===== src/sv/pow_pkg.sv =====
`timescale 1ns / 1ps
// ----------------------------------------------------------------------------
// pow_pkg
// shared types, constants and helpers of the premultiplied over/wash blender
// ----------------------------------------------------------------------------
package pow_pkg;

    localparam logic [7:0] CH_MAX   = 8'd255;
    localparam logic [7:0] CH_ROUND = 8'd127;

    // configuration register index
    typedef enum logic [2:0] {
        CFG_CLIP_LEFT   = 3'd0,
        CFG_CLIP_TOP    = 3'd1,
        CFG_CLIP_WIDTH  = 3'd2,
        CFG_CLIP_HEIGHT = 3'd3,
        CFG_SURF_WIDTH  = 3'd4,
        CFG_SURF_HEIGHT = 3'd5,
        CFG_WASH_LEVEL  = 3'd6,
        CFG_WASH_COLOR  = 3'd7
    } t_cfg_idx;

    typedef struct packed {
        logic signed [15:0] left;
        logic signed [15:0] top;
        logic [15:0]        width;
        logic [15:0]        height;
        logic [12:0]        surf_w;
        logic [12:0]        surf_h;
    } t_clip_cfg;

    // per-item side band traveling down the pipe
    typedef struct packed {
        logic               we;
        logic signed [15:0] x;
        logic signed [15:0] y;
    } t_tag;

    typedef struct packed {
        logic [7:0] r;
        logic [7:0] g;
        logic [7:0] b;
    } t_rgb;

    typedef struct packed {
        logic [15:0] r;
        logic [15:0] g;
        logic [15:0] b;
    } t_prod;

    // floor(v / 255) for v below 65280, via (v + v/256 + 1) / 256
    function automatic logic [7:0] div255(input logic [15:0] v);
        logic [16:0] s;
        s = 17'(v) + 17'(v[15:8]) + 17'd1;
        return s[15:8];
    endfunction

endpackage


===== src/sv/pow_clip.sv =====
`timescale 1ns / 1ps
// ----------------------------------------------------------------------------
// pow_clip
// input stage: clip rectangle, surface and alpha tests, registers the item
// ----------------------------------------------------------------------------
module pow_clip (
    input  logic               i_clk,
    input  logic               i_rst_n,
    input  logic               i_take,
    input  pow_pkg::t_clip_cfg i_cfg,
    input  logic [31:0]        i_src_pixel,
    input  logic [23:0]        i_dst_pixel,
    input  logic signed [15:0] i_pos_x,
    input  logic signed [15:0] i_pos_y,
    output logic               o_valid,
    output pow_pkg::t_tag      o_tag,
    output logic [31:0]        o_src,
    output logic [23:0]        o_dst
);

    logic               r_valid;
    pow_pkg::t_tag      r_tag;
    logic [31:0]        r_src;
    logic [23:0]        r_dst;
    logic signed [17:0] n_hi_x;
    logic signed [17:0] n_hi_y;
    logic               n_in_x;
    logic               n_in_y;
    logic               n_we;

    // half-open span [lo, lo+len) computed at full precision, then [0, surf)
    always_comb begin
        n_hi_x = 18'(i_cfg.left) + $signed({2'b00, i_cfg.width});
        n_hi_y = 18'(i_cfg.top) + $signed({2'b00, i_cfg.height});
        n_in_x = (i_pos_x >= i_cfg.left) && (18'(i_pos_x) < n_hi_x) && !i_pos_x[15]
                 && ($unsigned(i_pos_x) < {3'b000, i_cfg.surf_w});
        n_in_y = (i_pos_y >= i_cfg.top) && (18'(i_pos_y) < n_hi_y) && !i_pos_y[15]
                 && ($unsigned(i_pos_y) < {3'b000, i_cfg.surf_h});
        n_we   = n_in_x && n_in_y && (i_src_pixel[31:24] != 8'd0);
    end

    always_ff @(posedge i_clk) begin
        if (!i_rst_n) begin
            r_valid <= 1'b0;
        end else begin
            r_valid <= i_take;
        end
    end

    always_ff @(posedge i_clk) begin
        r_tag <= '{we: n_we, x: i_pos_x, y: i_pos_y};
        r_src <= i_src_pixel;
        r_dst <= i_dst_pixel;
    end

    assign o_valid = r_valid;
    assign o_tag   = r_tag;
    assign o_src   = r_src;
    assign o_dst   = r_dst;

endmodule


===== src/sv/pow_over.sv =====
`timescale 1ns / 1ps
// ----------------------------------------------------------------------------
// pow_over
// two stages: dst * (255 - alpha) products, then rounded /255, add, saturate
// ----------------------------------------------------------------------------
module pow_over (
    input  logic          i_clk,
    input  logic          i_rst_n,
    input  logic          i_valid,
    input  pow_pkg::t_tag i_tag,
    input  logic [31:0]   i_src,
    input  logic [23:0]   i_dst,
    output logic          o_valid,
    output pow_pkg::t_tag o_tag,
    output pow_pkg::t_rgb o_rgb
);

    logic [7:0]     n_inv;
    pow_pkg::t_prod n_prod;
    logic           r_valid_p;
    pow_pkg::t_tag  r_tag_p;
    pow_pkg::t_prod r_prod;
    pow_pkg::t_rgb  r_src_p;
    logic [8:0]     n_sum_r;
    logic [8:0]     n_sum_g;
    logic [8:0]     n_sum_b;
    pow_pkg::t_rgb  n_rgb;
    logic           r_valid;
    pow_pkg::t_tag  r_tag;
    pow_pkg::t_rgb  r_rgb;

    // stage a: products with rounding bias
    always_comb begin
        n_inv    = pow_pkg::CH_MAX - i_src[31:24];
        n_prod.r = i_dst[23:16] * n_inv + 16'(pow_pkg::CH_ROUND);
        n_prod.g = i_dst[15:8]  * n_inv + 16'(pow_pkg::CH_ROUND);
        n_prod.b = i_dst[7:0]   * n_inv + 16'(pow_pkg::CH_ROUND);
    end

    // stage b: divide, add source, clamp
    always_comb begin
        n_sum_r = 9'(r_src_p.r) + 9'(pow_pkg::div255(r_prod.r));
        n_sum_g = 9'(r_src_p.g) + 9'(pow_pkg::div255(r_prod.g));
        n_sum_b = 9'(r_src_p.b) + 9'(pow_pkg::div255(r_prod.b));
        n_rgb.r = n_sum_r[8] ? pow_pkg::CH_MAX : n_sum_r[7:0];
        n_rgb.g = n_sum_g[8] ? pow_pkg::CH_MAX : n_sum_g[7:0];
        n_rgb.b = n_sum_b[8] ? pow_pkg::CH_MAX : n_sum_b[7:0];
    end

    always_ff @(posedge i_clk) begin
        if (!i_rst_n) begin
            r_valid_p <= 1'b0;
            r_valid   <= 1'b0;
        end else begin
            r_valid_p <= i_valid;
            r_valid   <= r_valid_p;
        end
    end

    always_ff @(posedge i_clk) begin
        r_tag_p <= i_tag;
        r_prod  <= n_prod;
        r_src_p <= i_src[23:0];
        r_tag   <= r_tag_p;
        r_rgb   <= n_rgb;
    end

    assign o_valid = r_valid;
    assign o_tag   = r_tag;
    assign o_rgb   = r_rgb;

endmodule


===== src/sv/pow_wash.sv =====
`timescale 1ns / 1ps
// ----------------------------------------------------------------------------
// pow_wash
// two stages: wash mix products, then truncating /255, bypass and masking
// ----------------------------------------------------------------------------
module pow_wash (
    input  logic          i_clk,
    input  logic          i_rst_n,
    input  logic          i_valid,
    input  pow_pkg::t_tag i_tag,
    input  pow_pkg::t_rgb i_rgb,
    input  logic [7:0]    i_level,
    input  pow_pkg::t_rgb i_wash,
    output logic          o_valid,
    output pow_pkg::t_tag o_tag,
    output logic [23:0]   o_color
);

    logic [7:0]     n_keep;
    pow_pkg::t_prod n_prod;
    logic           r_valid_p;
    pow_pkg::t_tag  r_tag_p;
    pow_pkg::t_prod r_prod;
    pow_pkg::t_rgb  r_rgb_p;
    pow_pkg::t_rgb  n_mix;
    logic [23:0]    n_color;
    logic           r_valid;
    pow_pkg::t_tag  r_tag;
    logic [23:0]    r_color;

    // stage a: c*(255-m) + w*m, at most 255*255
    always_comb begin
        n_keep   = pow_pkg::CH_MAX - i_level;
        n_prod.r = i_rgb.r * n_keep + i_wash.r * i_level;
        n_prod.g = i_rgb.g * n_keep + i_wash.g * i_level;
        n_prod.b = i_rgb.b * n_keep + i_wash.b * i_level;
    end

    // stage b: level zero leaves the over result alone; unwritten pixels read 0
    always_comb begin
        n_mix.r = pow_pkg::div255(r_prod.r);
        n_mix.g = pow_pkg::div255(r_prod.g);
        n_mix.b = pow_pkg::div255(r_prod.b);
        if (!r_tag_p.we) begin
            n_color = 24'd0;
        end else if (i_level == 8'd0) begin
            n_color = r_rgb_p;
        end else begin
            n_color = n_mix;
        end
    end

    always_ff @(posedge i_clk) begin
        if (!i_rst_n) begin
            r_valid_p <= 1'b0;
            r_valid   <= 1'b0;
        end else begin
            r_valid_p <= i_valid;
            r_valid   <= r_valid_p;
        end
    end

    always_ff @(posedge i_clk) begin
        r_tag_p <= i_tag;
        r_prod  <= n_prod;
        r_rgb_p <= i_rgb;
        r_tag   <= r_tag_p;
        r_color <= n_color;
    end

    assign o_valid = r_valid;
    assign o_tag   = r_tag;
    assign o_color = r_color;

endmodule


===== src/sv/premultiplied_over_wash_blend.sv =====
`timescale 1ns / 1ps
// a pixel taken at one clock edge passes through the stage registers below in order and then
// appears on the result ports, strobed by o_valid for one cycle
// throughput: one pixel per clock outside reset, start may be held high every cycle
// the five stages are clip test, over products, over divide, wash products, wash divide
// reset (i_rst_n low, synchronous) clears the configuration registers and stage valid bits;
// busy is high only while reset is held, results cannot be held off
// ----------------------------------------------------------------------------
// premultiplied_over_wash_blend
// premultiplied source-over compositing onto an opaque surface, with clip,
// surface bounds, zero alpha rejection and an optional mix toward a wash color
// ----------------------------------------------------------------------------
module premultiplied_over_wash_blend (
    input  logic               i_clk,
    input  logic               i_rst_n,
    // item input
    input  logic               start,
    output logic               busy,
    input  logic [31:0]        i_src_pixel,
    input  logic [23:0]        i_dst_pixel,
    input  logic signed [15:0] i_pos_x,
    input  logic signed [15:0] i_pos_y,
    // configuration writes
    input  logic               i_cfg_we,
    input  logic [2:0]         i_cfg_idx,
    input  logic [23:0]        i_cfg_data,
    // result
    output logic               o_valid,
    output logic               o_write_enable,
    output logic [23:0]        o_out_color,
    output logic signed [15:0] o_out_x,
    output logic signed [15:0] o_out_y
);

    // configuration registers
    pow_pkg::t_clip_cfg r_clip;
    logic [7:0]         r_wash_level;
    pow_pkg::t_rgb      r_wash_color;

    // stage hand-offs
    logic               take;
    logic               clip_valid;
    pow_pkg::t_tag      clip_tag;
    logic [31:0]        clip_src;
    logic [23:0]        clip_dst;
    logic               over_valid;
    pow_pkg::t_tag      over_tag;
    pow_pkg::t_rgb      over_rgb;
    logic               wash_valid;
    pow_pkg::t_tag      wash_tag;
    logic [23:0]        wash_color;

    // the pipe never stalls, so only reset keeps items out
    assign busy = !i_rst_n;
    assign take = start && !busy;

    // register file, all fields reset to zero; the index covers exactly the list
    always_ff @(posedge i_clk) begin
        if (!i_rst_n) begin
            r_clip       <= '0;
            r_wash_level <= 8'd0;
            r_wash_color <= '0;
        end else if (i_cfg_we) begin
            case (pow_pkg::t_cfg_idx'(i_cfg_idx))
                pow_pkg::CFG_CLIP_LEFT:   r_clip.left   <= $signed(i_cfg_data[15:0]);
                pow_pkg::CFG_CLIP_TOP:    r_clip.top    <= $signed(i_cfg_data[15:0]);
                pow_pkg::CFG_CLIP_WIDTH:  r_clip.width  <= i_cfg_data[15:0];
                pow_pkg::CFG_CLIP_HEIGHT: r_clip.height <= i_cfg_data[15:0];
                pow_pkg::CFG_SURF_WIDTH:  r_clip.surf_w <= i_cfg_data[12:0];
                pow_pkg::CFG_SURF_HEIGHT: r_clip.surf_h <= i_cfg_data[12:0];
                pow_pkg::CFG_WASH_LEVEL:  r_wash_level  <= i_cfg_data[7:0];
                pow_pkg::CFG_WASH_COLOR:  r_wash_color  <= i_cfg_data;
                default: ;
            endcase
        end
    end

    // stage 1: bounds and alpha test
    pow_clip u_clip (
        .i_clk       (i_clk),
        .i_rst_n     (i_rst_n),
        .i_take      (take),
        .i_cfg       (r_clip),
        .i_src_pixel (i_src_pixel),
        .i_dst_pixel (i_dst_pixel),
        .i_pos_x     (i_pos_x),
        .i_pos_y     (i_pos_y),
        .o_valid     (clip_valid),
        .o_tag       (clip_tag),
        .o_src       (clip_src),
        .o_dst       (clip_dst)
    );

    // stages 2 and 3: src + round(dst * (255 - a) / 255), clamped
    pow_over u_over (
        .i_clk   (i_clk),
        .i_rst_n (i_rst_n),
        .i_valid (clip_valid),
        .i_tag   (clip_tag),
        .i_src   (clip_src),
        .i_dst   (clip_dst),
        .o_valid (over_valid),
        .o_tag   (over_tag),
        .o_rgb   (over_rgb)
    );

    // stages 4 and 5: optional wash mix and final masking
    pow_wash u_wash (
        .i_clk   (i_clk),
        .i_rst_n (i_rst_n),
        .i_valid (over_valid),
        .i_tag   (over_tag),
        .i_rgb   (over_rgb),
        .i_level (r_wash_level),
        .i_wash  (r_wash_color),
        .o_valid (wash_valid),
        .o_tag   (wash_tag),
        .o_color (wash_color)
    );

    assign o_valid        = wash_valid;
    assign o_write_enable = wash_tag.we;
    assign o_out_color    = wash_color;
    assign o_out_x        = wash_tag.x;
    assign o_out_y        = wash_tag.y;

    // every accepted item comes out on o_valid once it has passed all stage registers
    a_latency: assert property (@(posedge i_clk) disable iff (!i_rst_n)
        take |-> ##5 o_valid)
        else $error("item did not come out after five cycles");

    // coordinates follow their own item through the pipe
    a_coord: assert property (@(posedge i_clk) disable iff (!i_rst_n)
        take |-> ##5 (o_out_x == $past(i_pos_x, 5) && o_out_y == $past(i_pos_y, 5)))
        else $error("coordinates lost their item");

    // a rejected pixel carries a zero color
    a_reject_zero: assert property (@(posedge i_clk) disable iff (!i_rst_n)
        (o_valid && !o_write_enable) |-> (o_out_color == 24'd0))
        else $error("unwritten pixel has nonzero color");

    // zero source alpha is never written
    a_alpha: assert property (@(posedge i_clk) disable iff (!i_rst_n)
        (take && i_src_pixel[31:24] == 8'd0) |-> ##5 !o_write_enable)
        else $error("zero alpha pixel was written");

endmodule


===== config.mk =====
export PLATFORM = sky130hd
export DESIGN_NAME = premultiplied_over_wash_blend
export DESIGN_NICKNAME = d
export VERILOG_FILES = /design/src/sv/pow_pkg.sv /design/src/sv/pow_clip.sv /design/src/sv/pow_over.sv /design/src/sv/pow_wash.sv /design/src/sv/premultiplied_over_wash_blend.sv
export SDC_FILE = /design/constraint.sdc
export NUM_CORES = 2
export LEC_CHECK = 0
export BUFFER_PORTS_ARGS = -buffer_cell sky130_fd_sc_hd__buf_2
export CAP_MARGIN = 0
export CORE_ASPECT_RATIO = 0.5
export CORE_MARGIN = 1.5
export CORE_UTILIZATION = 55
export DETAILED_ROUTE_END_ITERATION = 8
export HOLD_SLACK_MARGIN = 0.02
export PLACE_DENSITY = 0.78
export SYNTH_ARGS = -nofsm -noshare
export SYNTH_HDL_FRONTEND = slang
export SYNTH_HIERARCHICAL = 1
export SYNTH_SLANG_ARGS = --single-unit

===== constraint.sdc =====
create_clock -name i_clk -period 7.85 [get_ports i_clk]
set_clock_uncertainty 0.2 [all_clocks]
set_input_delay 0.3925 -clock i_clk [delete_from_list [all_inputs] [get_ports i_clk]]
set_output_delay 0.3925 -clock i_clk [all_outputs]
set_load 0.05 [all_outputs]

==> impl_metrics.sql <==
INSERT INTO impl_metrics (metric_group, metric, value, unit) VALUES
('outcome', 'status', 'finished clean', ''),
('final_layout', 'antenna-diode-count', '0', ''),
('logic_synthesis', 'synthesis.yosys.warnings', '6', ''),
('logic_synthesis', 'synth_adder_area_share', '36.17', '%'),
('clock_network', 'cts_buffers', '48', ''),
('critical_path', 'critical_path.startpoint_type', 'flip-flop', ''),
('routing', 'route.detailed.wl_per_inst', '17.05', 'um'),
('floorplan', 'die_w', '383.1', 'um'),
('floorplan', 'die_y', '193.0', 'um'),
('grt', 'grt_max_degree', '81', ''),
('critical_path', 'worst_setup_ep_type', 'flip-flop', ''),
('routing', 'route.vias.total', '28270', ''),
('grt', 'gr-usage-all-layers', '24.98', '%'),
('logic_synthesis', 'netlist-cell-type-count', '84', ''),
('critical_path', 'worst_ep_arrival_time', '7010', 'ps'),
('logic_synthesis', 'mappedNetlistArea', '39730', 'sq um'),
('logic_synthesis', 'synth_top_family_by_area', 'adder cells', ''),
('critical_path', 'rr_endpoint', 'u_wash/r_prod[31]', ''),
('critical_path', 'crit_type', 'flip-flop to flip-flop', ''),
('floorplan', 'design.portCount', '178', ''),
('sta', 'timing.max_slew.rel_slack', '23.06', '%'),
('routing', 'postRouteAntennaNets', '0', ''),
('floorplan', 'number_of_placement_rows', '69', ''),
('logic_synthesis', 'syn_area_per_cell', '9.818', 'sq um'),
('clock_network', 'clk_path_buf_depth', '3', ''),
('critical_path', 'startpoint', 'r_wash_level[2]', ''),
('clock_network', 'cts.htree.levels', '2', ''),
('critical_path', 'cp-endpoint', 'u_wash/r_prod[31]', ''),
('logic_synthesis', 'netlist_instances', '4046', ''),
('clock_network', 'cts_root_cell', 'clkbuf_16', ''),
('floorplan', 'coreArea', '71220', 'sq um'),
('sta', 'fmax', '150.1', 'MHz'),
('critical_path', 'worstSetupPathDepth', '18', ''),
('critical_path', 'timing.rr.start', 'r_wash_level[2]', ''),
('grt', 'number_of_global_route_vias_before_repair', '29560', ''),
('critical_path', 'cpMaxStageDelayCell', 'dfxtp_1', ''),
('critical_path', 'r2r_cells', '18', ''),
('routing', 'route.detailed.vias_per_inst', '5.345', ''),
('logic_synthesis', 'ys_top_cells_by_area', 'dfxtp_1 27%, fa_1 21%, ha_1 15%', ''),
('critical_path', 'crit_chain', 'buf_4 -> nand2b_1 -> fa_1 -> fa_1 -> inv_1 -> fa_1 -> fa_1 -> fa_1 -> inv_1 -> fa_1 -> inv_1 -> ha_1 -> a211oi_1 -> nand2_1 -> o211ai_1 -> o2111ai_1 -> a21oi_1 -> xnor2_1', ''),
('routing', 'detailedRoute.firstPassIterationCount', '5', ''),
('critical_path', 'largest_incremental_delay_on_the_critical_path', '980', 'ps'),
('sta', 'setup-tns-final', '0', 'ps'),
('floorplan', 'start_util', '55.78', '%'),
('job', 'timing.max_cap.violations', '0', ''),
('logic_synthesis', 'synth_enable_flop_cells', '0', ''),
('logic_synthesis', 'postSynth.asyncResetShare', '0', '%'),
('sta', 'tightest_pin_transition', '1152', 'ps'),
('sta', 'min_period', '6660', 'ps'),
('clock_network', 'clk-insertion-delay-late', '630', 'ps'),
('clock_network', 'cts_num_sinks', '540', ''),
('sta', 'final_hold_viols', '0', ''),
('critical_path', 'cp_common_cell', 'fa_1', ''),
('floorplan', 'die_area', '73950', 'sq um'),
('placed_design', 'place_hpwl', '67460', 'um'),
('critical_path', 'ff2ff_setup_slack', '1190', 'ps'),
('logic_synthesis', 'postSynthRegisterBits', '540', ''),
('sta', 'setup_violations', '0', ''),
('critical_path', 'critical_path.top_delay_family', 'adder cells', ''),
('final_layout', 'syn_to_final_growth', '11.27', '%'),
('routing', 'drc_violation_total_after_the_first_tritonroute_iteration', '1752', ''),
('logic_synthesis', 'synth_xor_xnor_area_share', '3.528', '%'),
('placed_design', 'finalWeightedCongestion', '0.9218', ''),
('sta', 'rsz0062_at_grt', 'no', ''),
('logic_synthesis', 'synth_top_cell_by_area', 'dfxtp_1', ''),
('logic_synthesis', 'netlist.area_leader.share', '27.21', '%'),
('routing', 'route.detailed.drc', '0', ''),
('logic_synthesis', 'synth-seq-area-share', '27.21', '%'),
('sta', 'finalMaxSlewViolations', '0', ''),
('grt', 'grt.overflow.total', '0', ''),
('placed_design', 'quantity_of_i_o_buffers_inserted_on_ports', '177', '');
## layout by cell type (no fill, tap or decap), types with 22 or more instances in the layout
cell           count
a21oi_1          133
nor2_1            90
nor2b_1          234
ha_1             478
xnor2_1          107
mux2i_1          125
clkbuf_16         49
nand3_1           40
buf_4             22
nand4_1           25
nand2_1          276
a21o_1            45
xor2_1            53
inv_1            675
a211oi_1          24
nand2b_1         193
and2_1           146
o21ai_0           68
fa_1             419
dfxtp_1          540
o21a_1            27
dlygate4sd3_1     97
buf_2            176
nor3_1            36
## per-layer routing
layer	track usage, %	vias to the layer above	routed length [um]
li1	-	13410	-
met1	31.58	13830	38230
met2	42.91	812	43170
met3	4.610	212	5672
met4	9.310	2	3096
met5	0	-	13
## worst register-to-register path: cells and delay by family (launching register included)
family                   cells  cell delay [ps]
adder cells (fa/ha/maj)      7             3350
flip-flops                   1              980
AO/OA/AOI/OAI                4             1020
XOR/XNOR                     1              150
AND/OR/NAND/NOR              2              280
buffers and inverters        4              620
## cells by family (layout without fill, tap and decap cells)
kind of cell / after synthesis / after routing
AO/OA/AOI/OAI: 438 / 438
XOR/XNOR: 160 / 160
adder cells (fa/ha/maj): 897 / 897
buffers and inverters: 776 / 1059
flip-flops: 540 / 540
multiplexers: 128 / 128
other: 1 / 3
AND/OR/NAND/NOR: 1106 / 1106
## stage by stage
stage / hold WS, ps / utilization, % / setup WS [ps] / cell area [sq um] / instances
after floorplan: 109.6 / - / 2278 / 39730 / 4048
after global placement: 109.5 / 58.35 / 1526 / 41560 / 5103
after detailed placement: 112.1 / 58.35 / 1229 / 41560 / 5103
after CTS: 58.43 / 62.06 / 1218 / 44200 / 5289
after global routing: 119.4 / 62.06 / 895.2 / 44200 / 5289
final: 114.1 / 62.06 / 1190 / 44200 / 5289
## cells in the mapped netlist (5+ instances only)
| library cell | count |
|---|---|
| a21o_1 | 45 |
| nand3_1 | 40 |
| a21oi_2 | 5 |
| mux2i_1 | 125 |
| inv_1 | 675 |
| and3_1 | 12 |
| ha_1 | 478 |
| and4_1 | 5 |
| a31oi_1 | 15 |
| nor4_1 | 13 |
| nand2_1 | 276 |
| o21a_1 | 27 |
| clkbuf_1 | 82 |
| o21ai_1 | 13 |
| nor3_1 | 36 |
| nor2_1 | 90 |
| o22ai_1 | 8 |
| nand4_1 | 25 |
| a21oi_1 | 133 |
| buf_2 | 11 |
| nand2b_1 | 193 |
| dfxtp_1 | 540 |
| xnor2_1 | 107 |
| and2_1 | 146 |
| xor2_1 | 53 |
| nor2b_1 | 234 |
| o21ai_0 | 68 |
| o211ai_1 | 12 |
| o31ai_1 | 12 |
| nor3b_1 | 5 |
| fa_1 | 419 |
| or3_1 | 9 |
| a211oi_1 | 24 |
| a21boi_0 | 5 |
| o21bai_1 | 15 |
| o2111ai_1 | 7 |
## worst min-delay path by stage
stage                       start                to  cells past startpoint
2_1_floorplan   u_over/r_tag_p[0]   u_over/o_tag[0]                      0
3_3_place_gp    u_wash/r_tag_p[3]   u_wash/o_tag[3]                      0
3_5_place_dp   u_over/r_tag_p[10]  u_over/o_tag[10]                      0
4_1_cts            i_cfg_data[13]  r_wash_color[13]                      3
5_1_grt            i_cfg_data[13]        r_clip[55]                      3
6_report           i_cfg_data[13]  r_wash_color[13]                      3
## cell type report
cell class	count	area (sq um)
clock buffers	60	1338
clock inverters	29	331.6
fillers	5576	27020
inverters	675	2534
multi-input cells	2732	25970
flip-flops and latches	540	10810
well taps	958	1199
repair buffers	295	2017
## what timing repair did
action,4_1_cts,5_1_grt
hold buffers,97,0
hold endpoints to repair,97,0
gates resized for setup,0,0
setup buffers,0,0
## state kept, by name, indices dropped and copies added (netlist names), 8 cells and up
name,count
r_clip,90
u_over/r_prod,48
u_wash/r_prod,48
u_clip/o_tag,33
u_over/o_tag,33
u_over/r_tag_p,33
u_wash/o_tag,33
u_wash/r_tag_p,33
u_clip/o_src,32
r_wash_color,24
u_clip/o_dst,24
u_over/o_rgb,24
u_over/r_src_p,24
u_wash/o_color,24
u_wash/r_rgb_p,24
r_wash_level,8
Power is not shown: default switching activity piles up to over one toggle a cycle in this logic, so the estimate is an artifact.
